File: src/design/srrc_pkg.sv
// Shared types, codes and constants for the stream resync retry controller.
package srrc_pkg;

    localparam int unsigned WAIT_W     = 22;
    localparam int unsigned BUDGET_W   = 10;
    localparam int unsigned TIME_W     = 32;
    localparam int unsigned DEADLINE_W = TIME_W + 1;

    localparam logic [WAIT_W-1:0]   WAIT_MAX     = 22'd3600000;
    localparam logic [WAIT_W-1:0]   WAIT_RESET   = 22'd1000;
    localparam logic [BUDGET_W-1:0] BUDGET_MAX   = 10'd1000;
    localparam logic [BUDGET_W-1:0] BUDGET_RESET = 10'd3;
    localparam logic [BUDGET_W-1:0] COUNT_MAX    = 10'd1023;

    localparam logic [1:0] OP_REPEAT  = 2'd0;
    localparam logic [1:0] OP_ACCEPT  = 2'd1;
    localparam logic [1:0] OP_POLL    = 2'd2;
    localparam logic [1:0] OP_REBUILT = 2'd3;

    localparam logic [1:0] ACT_NONE    = 2'd0;
    localparam logic [1:0] ACT_IDR     = 2'd1;
    localparam logic [1:0] ACT_REBUILD = 2'd2;

    localparam logic [1:0] CODE_RUNNING   = 2'd0;
    localparam logic [1:0] CODE_WAITING   = 2'd1;
    localparam logic [1:0] CODE_RECOVERY  = 2'd2;
    localparam logic [1:0] CODE_EXHAUSTED = 2'd3;

    localparam logic REG_WAIT   = 1'b0;
    localparam logic REG_BUDGET = 1'b1;

    typedef enum logic [3:0] {
        PH_RUNNING   = 4'b0001,
        PH_WAITING   = 4'b0010,
        PH_RECOVERY  = 4'b0100,
        PH_EXHAUSTED = 4'b1000
    } phase_t;

    typedef struct packed {
        logic [1:0]        op;
        logic [TIME_W-1:0] now_ms;
        logic              is_idr;
        logic              rep_frame;
        logic              new_content;
    } evt_t;

    typedef struct packed {
        logic       accept;
        logic [1:0] action;
        logic [1:0] phase_now;
    } res_t;

    typedef struct packed {
        logic [WAIT_W-1:0]   wait_timeout_ms;
        logic [BUDGET_W-1:0] retry_budget;
    } cfg_t;

    function automatic logic [1:0] phase_code(input phase_t ph);
        logic [1:0] code;
        case (ph)
            PH_RUNNING:   code = CODE_RUNNING;
            PH_WAITING:   code = CODE_WAITING;
            PH_RECOVERY:  code = CODE_RECOVERY;
            PH_EXHAUSTED: code = CODE_EXHAUSTED;
            default:      code = CODE_RUNNING;
        endcase
        return code;
    endfunction

endpackage

File: src/design/srrc_if.sv
// Stream interfaces for event input and result output.
interface srrc_evt_if;
    logic        valid;
    logic        ready;
    logic [1:0]  op;
    logic [31:0] now_ms;
    logic        is_idr;
    logic        rep_frame;
    logic        new_content;

    modport source(output valid, op, now_ms, is_idr, rep_frame, new_content,
                   input ready);
    modport sink(input valid, op, now_ms, is_idr, rep_frame, new_content,
                 output ready);
endinterface

interface srrc_res_if;
    logic       valid;
    logic       ready;
    logic       accept;
    logic [1:0] action;
    logic [1:0] phase_now;

    modport source(output valid, accept, action, phase_now, input ready);
    modport sink(input valid, accept, action, phase_now, output ready);
endinterface

File: src/design/srrc_cfg.sv
// APB configuration registers with range check on write.
module srrc_cfg (
    input  logic                clk,
    input  logic                rst_n,
    input  logic                psel,
    input  logic                penable,
    input  logic                pwrite,
    input  logic [2:0]          paddr,
    input  logic [31:0]         pwdata,
    output logic [31:0]         prdata,
    output logic                pready,
    output srrc_pkg::cfg_t      cfg
);

    logic [srrc_pkg::WAIT_W-1:0]   wait_reg;
    logic [srrc_pkg::WAIT_W-1:0]   wait_next;
    logic [srrc_pkg::BUDGET_W-1:0] budget_reg;
    logic [srrc_pkg::BUDGET_W-1:0] budget_next;
    logic                          wr_en;
    logic [srrc_pkg::WAIT_W-1:0]   wdata_wait;
    logic [srrc_pkg::BUDGET_W-1:0] wdata_budget;

    assign pready       = 1'b1;
    assign wr_en        = psel && penable && pwrite;
    assign wdata_wait   = pwdata[srrc_pkg::WAIT_W-1:0];
    assign wdata_budget = pwdata[srrc_pkg::BUDGET_W-1:0];

    always_comb
    begin
        wait_next   = wait_reg;
        budget_next = budget_reg;
        if (wr_en)
        begin
            case (paddr[2])
                srrc_pkg::REG_WAIT:
                begin
                    if (wdata_wait != '0 && wdata_wait <= srrc_pkg::WAIT_MAX)
                        wait_next = wdata_wait;
                end
                srrc_pkg::REG_BUDGET:
                begin
                    if (wdata_budget != '0 && wdata_budget <= srrc_pkg::BUDGET_MAX)
                        budget_next = wdata_budget;
                end
                default:
                begin
                    wait_next = wait_reg;
                end
            endcase
        end
    end

    always_ff @(posedge clk or negedge rst_n)
    begin
        if (!rst_n)
        begin
            wait_reg   <= srrc_pkg::WAIT_RESET;
            budget_reg <= srrc_pkg::BUDGET_RESET;
        end
        else
        begin
            wait_reg   <= wait_next;
            budget_reg <= budget_next;
        end
    end

    always_comb
    begin
        case (paddr[2])
            srrc_pkg::REG_WAIT:   prdata = {10'd0, wait_reg};
            srrc_pkg::REG_BUDGET: prdata = {22'd0, budget_reg};
            default:              prdata = '0;
        endcase
    end

    assign cfg.wait_timeout_ms = wait_reg;
    assign cfg.retry_budget    = budget_reg;

endmodule

File: src/design/srrc_step.sv
// Phase state, deadline and retry counter with the per-event update logic.
module srrc_step (
    input  logic           clk,
    input  logic           rst_n,
    input  logic           step_en,
    input  srrc_pkg::evt_t evt,
    input  srrc_pkg::cfg_t cfg,
    output srrc_pkg::res_t res
);

    srrc_pkg::phase_t                  phase_reg;
    srrc_pkg::phase_t                  phase_next;
    srrc_pkg::phase_t                  phase_chk;
    logic [srrc_pkg::DEADLINE_W-1:0]   deadline_reg;
    logic [srrc_pkg::DEADLINE_W-1:0]   deadline_next;
    logic [srrc_pkg::DEADLINE_W-1:0]   now_ext;
    logic [srrc_pkg::DEADLINE_W-1:0]   start_deadline;
    logic [srrc_pkg::BUDGET_W-1:0]     retry_count_reg;
    logic [srrc_pkg::BUDGET_W-1:0]     retry_count_next;
    logic [srrc_pkg::BUDGET_W-1:0]     retry_inc;
    logic                              accept;
    logic [1:0]                        action;

    assign now_ext        = {1'b0, evt.now_ms};
    assign start_deadline = now_ext +
        {{(srrc_pkg::DEADLINE_W - srrc_pkg::WAIT_W){1'b0}}, cfg.wait_timeout_ms};
    assign retry_inc      = (retry_count_reg == srrc_pkg::COUNT_MAX) ?
                            retry_count_reg : retry_count_reg + 1'b1;

    always_comb
    begin
        phase_chk = phase_reg;
        if ((evt.op == srrc_pkg::OP_ACCEPT || evt.op == srrc_pkg::OP_POLL) &&
            phase_reg == srrc_pkg::PH_WAITING && now_ext >= deadline_reg)
            phase_chk = srrc_pkg::PH_RECOVERY;
    end

    always_comb
    begin
        phase_next       = phase_chk;
        deadline_next    = deadline_reg;
        retry_count_next = retry_count_reg;
        accept           = 1'b0;
        action           = srrc_pkg::ACT_NONE;
        case (evt.op)
            srrc_pkg::OP_REPEAT:
            begin
                if (phase_reg == srrc_pkg::PH_RUNNING)
                begin
                    phase_next    = srrc_pkg::PH_WAITING;
                    deadline_next = start_deadline;
                end
            end
            srrc_pkg::OP_ACCEPT:
            begin
                if (phase_chk == srrc_pkg::PH_RUNNING)
                    accept = evt.new_content && !evt.rep_frame;
                else if (phase_chk == srrc_pkg::PH_WAITING && evt.is_idr &&
                         !evt.rep_frame && evt.new_content)
                begin
                    phase_next       = srrc_pkg::PH_RUNNING;
                    retry_count_next = '0;
                    deadline_next    = '0;
                    accept           = 1'b1;
                end
            end
            srrc_pkg::OP_POLL:
            begin
                if (phase_chk == srrc_pkg::PH_RECOVERY)
                begin
                    retry_count_next = retry_inc;
                    if (retry_inc < cfg.retry_budget)
                    begin
                        phase_next    = srrc_pkg::PH_WAITING;
                        deadline_next = start_deadline;
                        action        = srrc_pkg::ACT_IDR;
                    end
                    else if (retry_inc == cfg.retry_budget)
                    begin
                        phase_next    = srrc_pkg::PH_WAITING;
                        deadline_next = start_deadline;
                        action        = srrc_pkg::ACT_REBUILD;
                    end
                    else
                    begin
                        phase_next    = srrc_pkg::PH_EXHAUSTED;
                        deadline_next = '0;
                    end
                end
            end
            srrc_pkg::OP_REBUILT:
            begin
                phase_next    = srrc_pkg::PH_WAITING;
                deadline_next = start_deadline;
            end
            default:
            begin
                phase_next = phase_chk;
            end
        endcase
    end

    always_ff @(posedge clk or negedge rst_n)
    begin
        if (!rst_n)
        begin
            phase_reg       <= srrc_pkg::PH_RUNNING;
            deadline_reg    <= '0;
            retry_count_reg <= '0;
        end
        else if (step_en)
        begin
            phase_reg       <= phase_next;
            deadline_reg    <= deadline_next;
            retry_count_reg <= retry_count_next;
        end
    end

    assign res.accept    = accept;
    assign res.action    = action;
    assign res.phase_now = srrc_pkg::phase_code(phase_next);

    a_exhausted_sticky: assert property (@(posedge clk) disable iff (!rst_n)
        phase_reg == srrc_pkg::PH_EXHAUSTED &&
        !(step_en && evt.op == srrc_pkg::OP_REBUILT)
        |=> phase_reg == srrc_pkg::PH_EXHAUSTED)
        else $error("exhausted phase left without session rebuild");

    a_hold_when_idle: assert property (@(posedge clk) disable iff (!rst_n)
        !step_en |=> $stable(phase_reg) && $stable(retry_count_reg))
        else $error("state changed without an event");

    a_rebuild_at_budget: assert property (@(posedge clk) disable iff (!rst_n)
        step_en && action == srrc_pkg::ACT_REBUILD
        |=> retry_count_reg == $past(cfg.retry_budget) &&
            phase_reg == srrc_pkg::PH_WAITING)
        else $error("rebuild issued off budget");

    a_action_from_recovery: assert property (@(posedge clk) disable iff (!rst_n)
        step_en && action != srrc_pkg::ACT_NONE
        |=> retry_count_reg != '0)
        else $error("recovery action without a counted retry");

endmodule

File: src/design/stream_resync_retry_controller_unit.sv
// Top level: event input register, step logic, result register and APB port.
// An event transfer reaches its result transfer through the input register and then the result register.
// Throughput: one event per cycle while the result side does not stall; the phase/deadline/retry update never holds it.
// Stalls on the result side back up through the input register without loss.
// Reset (rst_n low, async): phase running, deadline and retry count zero,
// wait timeout 1000 ms, retry budget 3, both stream stages empty.
module stream_resync_retry_controller_unit (
    input  logic        clk,
    input  logic        rst_n,
    input  logic        psel,
    input  logic        penable,
    input  logic        pwrite,
    input  logic [2:0]  paddr,
    input  logic [31:0] pwdata,
    output logic [31:0] prdata,
    output logic        pready,
    srrc_evt_if.sink    evt,
    srrc_res_if.source  res
);

    srrc_pkg::cfg_t cfg;
    srrc_pkg::evt_t evt_reg;
    srrc_pkg::evt_t evt_next;
    srrc_pkg::res_t res_reg;
    srrc_pkg::res_t step_res;
    logic           evt_valid_reg;
    logic           res_valid_reg;
    logic           advance;
    logic           evt_take;

    srrc_cfg u_cfg (
        .clk     (clk),
        .rst_n   (rst_n),
        .psel    (psel),
        .penable (penable),
        .pwrite  (pwrite),
        .paddr   (paddr),
        .pwdata  (pwdata),
        .prdata  (prdata),
        .pready  (pready),
        .cfg     (cfg)
    );

    assign advance   = evt_valid_reg && (!res_valid_reg || res.ready);
    assign evt.ready = !evt_valid_reg || advance;
    assign evt_take  = evt.valid && evt.ready;

    assign evt_next.op          = evt.op;
    assign evt_next.now_ms      = evt.now_ms;
    assign evt_next.is_idr      = evt.is_idr;
    assign evt_next.rep_frame   = evt.rep_frame;
    assign evt_next.new_content = evt.new_content;

    always_ff @(posedge clk or negedge rst_n)
    begin
        if (!rst_n)
            evt_valid_reg <= 1'b0;
        else if (evt.ready)
            evt_valid_reg <= evt.valid;
    end

    always_ff @(posedge clk)
    begin
        if (evt_take)
            evt_reg <= evt_next;
    end

    srrc_step u_step (
        .clk     (clk),
        .rst_n   (rst_n),
        .step_en (advance),
        .evt     (evt_reg),
        .cfg     (cfg),
        .res     (step_res)
    );

    always_ff @(posedge clk or negedge rst_n)
    begin
        if (!rst_n)
            res_valid_reg <= 1'b0;
        else if (!res_valid_reg || res.ready)
            res_valid_reg <= evt_valid_reg;
    end

    always_ff @(posedge clk)
    begin
        if (advance)
            res_reg <= step_res;
    end

    assign res.valid     = res_valid_reg;
    assign res.accept    = res_reg.accept;
    assign res.action    = res_reg.action;
    assign res.phase_now = res_reg.phase_now;

    a_no_drop: assert property (@(posedge clk) disable iff (!rst_n)
        res_valid_reg && !res.ready |=> res_valid_reg)
        else $error("pending result dropped");

    a_advance_fills_output: assert property (@(posedge clk) disable iff (!rst_n)
        advance |=> res_valid_reg)
        else $error("processed event produced no result");

    a_stall_holds_event: assert property (@(posedge clk) disable iff (!rst_n)
        evt_valid_reg && !advance |=> evt_valid_reg && $stable(evt_reg))
        else $error("stalled event lost");

endmodule
File: src/flat_wrapper.sv
// flat-port wrapper written by rule: the top's interface ports become plain ports
module stream_resync_retry_controller_unit_flat 
  (clk, rst_n, psel, penable, pwrite, paddr, pwdata, prdata, pready, evt_valid, evt_op, evt_now_ms, evt_is_idr, evt_rep_frame, evt_new_content, evt_ready, res_valid, res_accept, res_action, res_phase_now, res_ready);
  srrc_evt_if evt_i ();
  srrc_res_if res_i ();
  input  logic clk;
  input  logic rst_n;
  input  logic psel;
  input  logic penable;
  input  logic pwrite;
  input  logic [2:0] paddr;
  input  logic [31:0] pwdata;
  output logic [31:0] prdata;
  output logic pready;
  input wire logic [$bits(evt_i.valid)-1:0] evt_valid;
  input wire logic [$bits(evt_i.op)-1:0] evt_op;
  input wire logic [$bits(evt_i.now_ms)-1:0] evt_now_ms;
  input wire logic [$bits(evt_i.is_idr)-1:0] evt_is_idr;
  input wire logic [$bits(evt_i.rep_frame)-1:0] evt_rep_frame;
  input wire logic [$bits(evt_i.new_content)-1:0] evt_new_content;
  output wire logic [$bits(evt_i.ready)-1:0] evt_ready;
  output wire logic [$bits(res_i.valid)-1:0] res_valid;
  output wire logic [$bits(res_i.accept)-1:0] res_accept;
  output wire logic [$bits(res_i.action)-1:0] res_action;
  output wire logic [$bits(res_i.phase_now)-1:0] res_phase_now;
  input wire logic [$bits(res_i.ready)-1:0] res_ready;
  assign evt_i.valid = evt_valid;
  assign evt_i.op = evt_op;
  assign evt_i.now_ms = evt_now_ms;
  assign evt_i.is_idr = evt_is_idr;
  assign evt_i.rep_frame = evt_rep_frame;
  assign evt_i.new_content = evt_new_content;
  assign evt_ready = evt_i.ready;
  assign res_valid = res_i.valid;
  assign res_accept = res_i.accept;
  assign res_action = res_i.action;
  assign res_phase_now = res_i.phase_now;
  assign res_i.ready = res_ready;
  stream_resync_retry_controller_unit u_core (.clk(clk), .rst_n(rst_n), .psel(psel), .penable(penable), .pwrite(pwrite), .paddr(paddr), .pwdata(pwdata), .prdata(prdata), .pready(pready), .evt(evt_i), .res(res_i));
endmodule
File: config.mk
export PLATFORM = sky130hd
export DESIGN_NAME = stream_resync_retry_controller_unit_flat
export DESIGN_NICKNAME = d
export VERILOG_FILES = /design/src/design/srrc_pkg.sv /design/src/design/srrc_if.sv /design/src/design/srrc_cfg.sv /design/src/design/srrc_step.sv /design/src/design/stream_resync_retry_controller_unit.sv /design/src/flat_wrapper.sv
export SDC_FILE = /design/constraint.sdc
export NUM_CORES = 1
export LEC_CHECK = 0
export BUFFER_PORTS_ARGS = -buffer_cell sky130_fd_sc_hd__buf_2
export CORE_ASPECT_RATIO = 1.75
export CORE_MARGIN = 3
export CORE_UTILIZATION = 31
export DETAILED_ROUTE_END_ITERATION = 6
export HOLD_SLACK_MARGIN = 0.1
export SLEW_MARGIN = 15
export SYNTH_ARGS = -nofsm -noshare
export SYNTH_HDL_FRONTEND = slang
export SYNTH_SLANG_ARGS = --single-unit
File: constraint.sdc
create_clock -name clk -period 5.1 [get_ports clk]
set_input_delay 0.51 -clock clk [delete_from_list [all_inputs] [get_ports clk]]
set_output_delay 0.51 -clock clk [all_outputs]
set_load 0.005 [all_outputs]
==> flow_summary_export.csv <==
group,metric,value,unit
layout,largest_reg_flops,37,
timing,fmax,249,MHz
floorplanning,dieWidth,125,um
critical_path,start_kind,"register",
layout,ff_latch_area,0.00330,mm2
power_and_ir_drop,p_per_area,431,mW/mm2
synthesis,async_flop_share,65.9,%
timing,hold_violations,0,
synthesis,synth_sequential_area_ratio,43.3,%
timing,fin_crit,4.01,ns
power_and_ir_drop,total_power,3.88,mW
timing,drv_slew,0,
hold_path,hp-class,"input pin to register",
layout,fillCellCount,2417,
global_routing,grt_overflow,0,
placed_design,pre_cts_slack,1.08,ns
synthesis,synth_cell_types,69,
cts,post_cts_resized,0,
floorplanning,start_util,31.6,%
global_routing,grt_pass1_vias,5905,
synthesis,synth.avg_cell_area,10.6,um2
synthesis,ys.flop_type,"dfrtp_1",
cts,post_cts_buffers,0,
synthesis,synth.area.top_cells,"dfrtp_1 24%, edfxtp_1 17%, ha_1 11%, mux2_2 3.8%, dfstp_2 3.1%",
synthesis,synth_top_area_share,23.6,%
floorplanning,die_y,213,um
synthesis,netlist_instances,721,
floorplanning,row_count,75,
timing,finalCritPeriodShare,78.6,%
placed_design,finalWeightedCongestion,0.863,
synthesis,syn_area,0.00762,mm2
route,drc,0,
layout,final_common_cell,"buf_2",
global_routing,grt_pass1_wl,30800,um
critical_path,endpoint_kind,"register",
critical_path,crit_fanout,7,
floorplanning,design.portCount,119,
floorplanning,die-area,0.0266,mm2
run_status,outcome,"completed",
layout,layout_common_cells,"94 x buf_2, 72 x dfrtp_1, 70 x ha_1, 62 x nand2_1, 53 x inv_1",
route,vias,5767,
power_and_ir_drop,ir_worst_vdd,0.286,mV
route,routedWlPerCell,17.0,um
layout,nNetsFinal,970,
cts,insertion_delay,0.44,ns
job,cap_violations,0,
timing,rsz0062_at_grt,"false",
layout,multi_input_area,0.00398,mm2
power_and_ir_drop,leakagePower,3.99,nW
cts,root_buffer,"clkbuf_16",
cts,clk_pin_slew_worst_paths,0.06,ns
route,dr.pass1.iters,6,
placed_design,port_buffers,95,
synthesis,ys_ff_latch,123,
global_routing,grt_max_degree,58,
critical_path,crit_type,"register to register",
timing,final-setup-viol-count,0,
critical_path,cp_data_arrival_time,4.18,ns
placed_design,place_hpwl,15100,um
synthesis,synth_edf_count,42,
timing,fin_worst_skew,0.0125,ns
cts,clockBufferDepth,2,
cts,cts_made_buffers,17,
layout,drive_gt1_share,21.6,%
timing,worst_pin_slew,1.00,ns
route,wl,19400,um
cts,cts_tree,"done",
route,vias_per_cell,5.05,
cts,h-tree-depth,4,
timing,fin_tns_setup,0,ns
critical_path,crit_required,5.27,ns
timing,max-slew-margin-rel,33.2,%
global_routing,antenna_found_initial,0,
cts,cts_sinks,123,
cts,holdBufCountCts,1,
global_routing,grt_util_all_layers,15.0,%
synthesis,yosys.area.top_type,"dfrtp_1",
layout,syn_to_final_growth,18.1,%
layout,antenna_cells,0,
synthesis,synth_warnings,0,
route,ant_nets,0,
timing,setup_slack,1.09,ns
floorplanning,core,0.0241,mm2
route,drtIter0Drc,196,
[metrics by stage]
| stage | cell area [um2] | instances | util, % | hold WS, ns |
|---|---|---|---|---|
| floorplan | 7660 | 730 | - | 0.214 |
| global placement | 8370 | 1108 | 34.7 | 0.459 |
| finish | 9000 | 1141 | 37.3 | 0.240 |
| detailed placement | 8370 | 1108 | 34.7 | 0.462 |
| global route | 9000 | 1141 | 37.3 | 0.225 |
| CTS | 9000 | 1141 | 37.3 | 0.215 |
[Yosys cell counts, types with 3 or more instances]
master and instances:
a2111oi_0 3, a211oi_1 7, a21o_1 19, a21oi_1 33, a22o_1 8, a31oi_1 3
a41oi_1 3, and2_1 4, and3_1 8, buf_2 4, buf_4 16, clkbuf_1 7
dfrtp_1 72, dfstp_2 9, edfxtp_1 42, ha_1 70, inv_1 53, mux2_1 20
mux2_2 26, nand2_1 62, nand2b_1 11, nand3_1 18, nand3b_1 3, nand4_1 16
nor2_1 21, nor2b_1 15, nor3_1 8, nor4_1 6, nor4_4 3, o211ai_1 3
o21a_1 7, o21ai_0 19, o21ai_1 12, o21bai_1 6, o31ai_1 20, or3_1 5
or4_1 3, xnor2_1 13, xor2_1 23
[power by group]
part	total (mW)	internal (mW)	switching (mW)	leakage, nW
combinational	1.21	0.539	0.667	2.28
sequential	1.40	1.25	0.152	1.41
clock	1.27	0.825	0.444	0.297
[cell type report]
| cell class | instances | share of cell area, % |
|---|---|---|
| inverters | 53 | 2.21 |
| flip-flops and latches | 123 | 36.7 |
| repair buffers | 100 | 5.75 |
| clock inverters | 12 | 1.90 |
| multi-input cells | 525 | 44.2 |
| clock buffers | 20 | 4.96 |
| well taps | 308 | 4.28 |
[routing by layer]
layer	vias to the layer above	GRT usage (%)	wire length, um
met5	-	0	0
met4	0	6.36	525
met3	24	3.36	749
met2	108	28.0	10400
met1	2809	16.3	7740
li1	2826	-	-
[logic make-up (layout without fill, tap and decap cells)]
logic type | Yosys count | after routing | share of synthesized area, %
buffers and inverters | 82 | 185 | 5.01
and+or+nand+nor | 195 | 195 | 13.9
muxes | 46 | 46 | 6.79
xor gates and xnor gates | 36 | 36 | 4.14
AOI/OAI and AO/OA | 166 | 166 | 15.1
DFF | 123 | 123 | 43.3
other | 2 | 11 | 0.0985
adders and majority gates | 71 | 71 | 11.8
[worst max-delay path, stage by stage (launching register included)]
cell and delay, ns:
dfrtp_1 0.42, ha_1 0.24, nand2_1 0.12, or3_1 0.44
nand2b_1 0.20, inv_1 0.07, and3_1 0.18, xor2_1 0.18
ha_1 0.32, nand4_1 0.09, nor2_1 0.13, a21oi_1 0.09
o211ai_1 0.20, nand2_1 0.19, or2_2 0.31, o2bb2ai_1 0.34
xnor2_1 0.16, nor3_1 0.06
[path summary, 6_finish.rpt]
path / endpoint / start / cells past startpoint / slack (ns)
min in group asynchronous: u_core.u_cfg.wait_reg[2]$_DFFE_PN0P_ / rst_n / 2 / 0.62
max in group asynchronous: u_core.u_cfg.wait_reg[8]$_DFFE_PN1P_ / rst_n / 3 / 3.52
worst max register to register: u_core.res.phase_now[1]$_DFFE_PP_ / u_core.u_step.retry_count_reg[0]$_DFFE_PN0P_ / 17 / 1.09
worst max-delay path: u_core.res.phase_now[1]$_DFFE_PP_ / u_core.u_step.retry_count_reg[0]$_DFFE_PN0P_ / 17 / 1.09
worst min-delay path: u_core.evt_reg[25]$_DFFE_PP_ / evt_now_ms[22] / 1 / 0.24
worst min register to register: u_core.u_step.deadline_reg[9]$_DFFE_PN0P_ / u_core.u_step.deadline_reg[9]$_DFFE_PN0P_ / 2 / 0.47
Power figures use the tool's default switching activity.
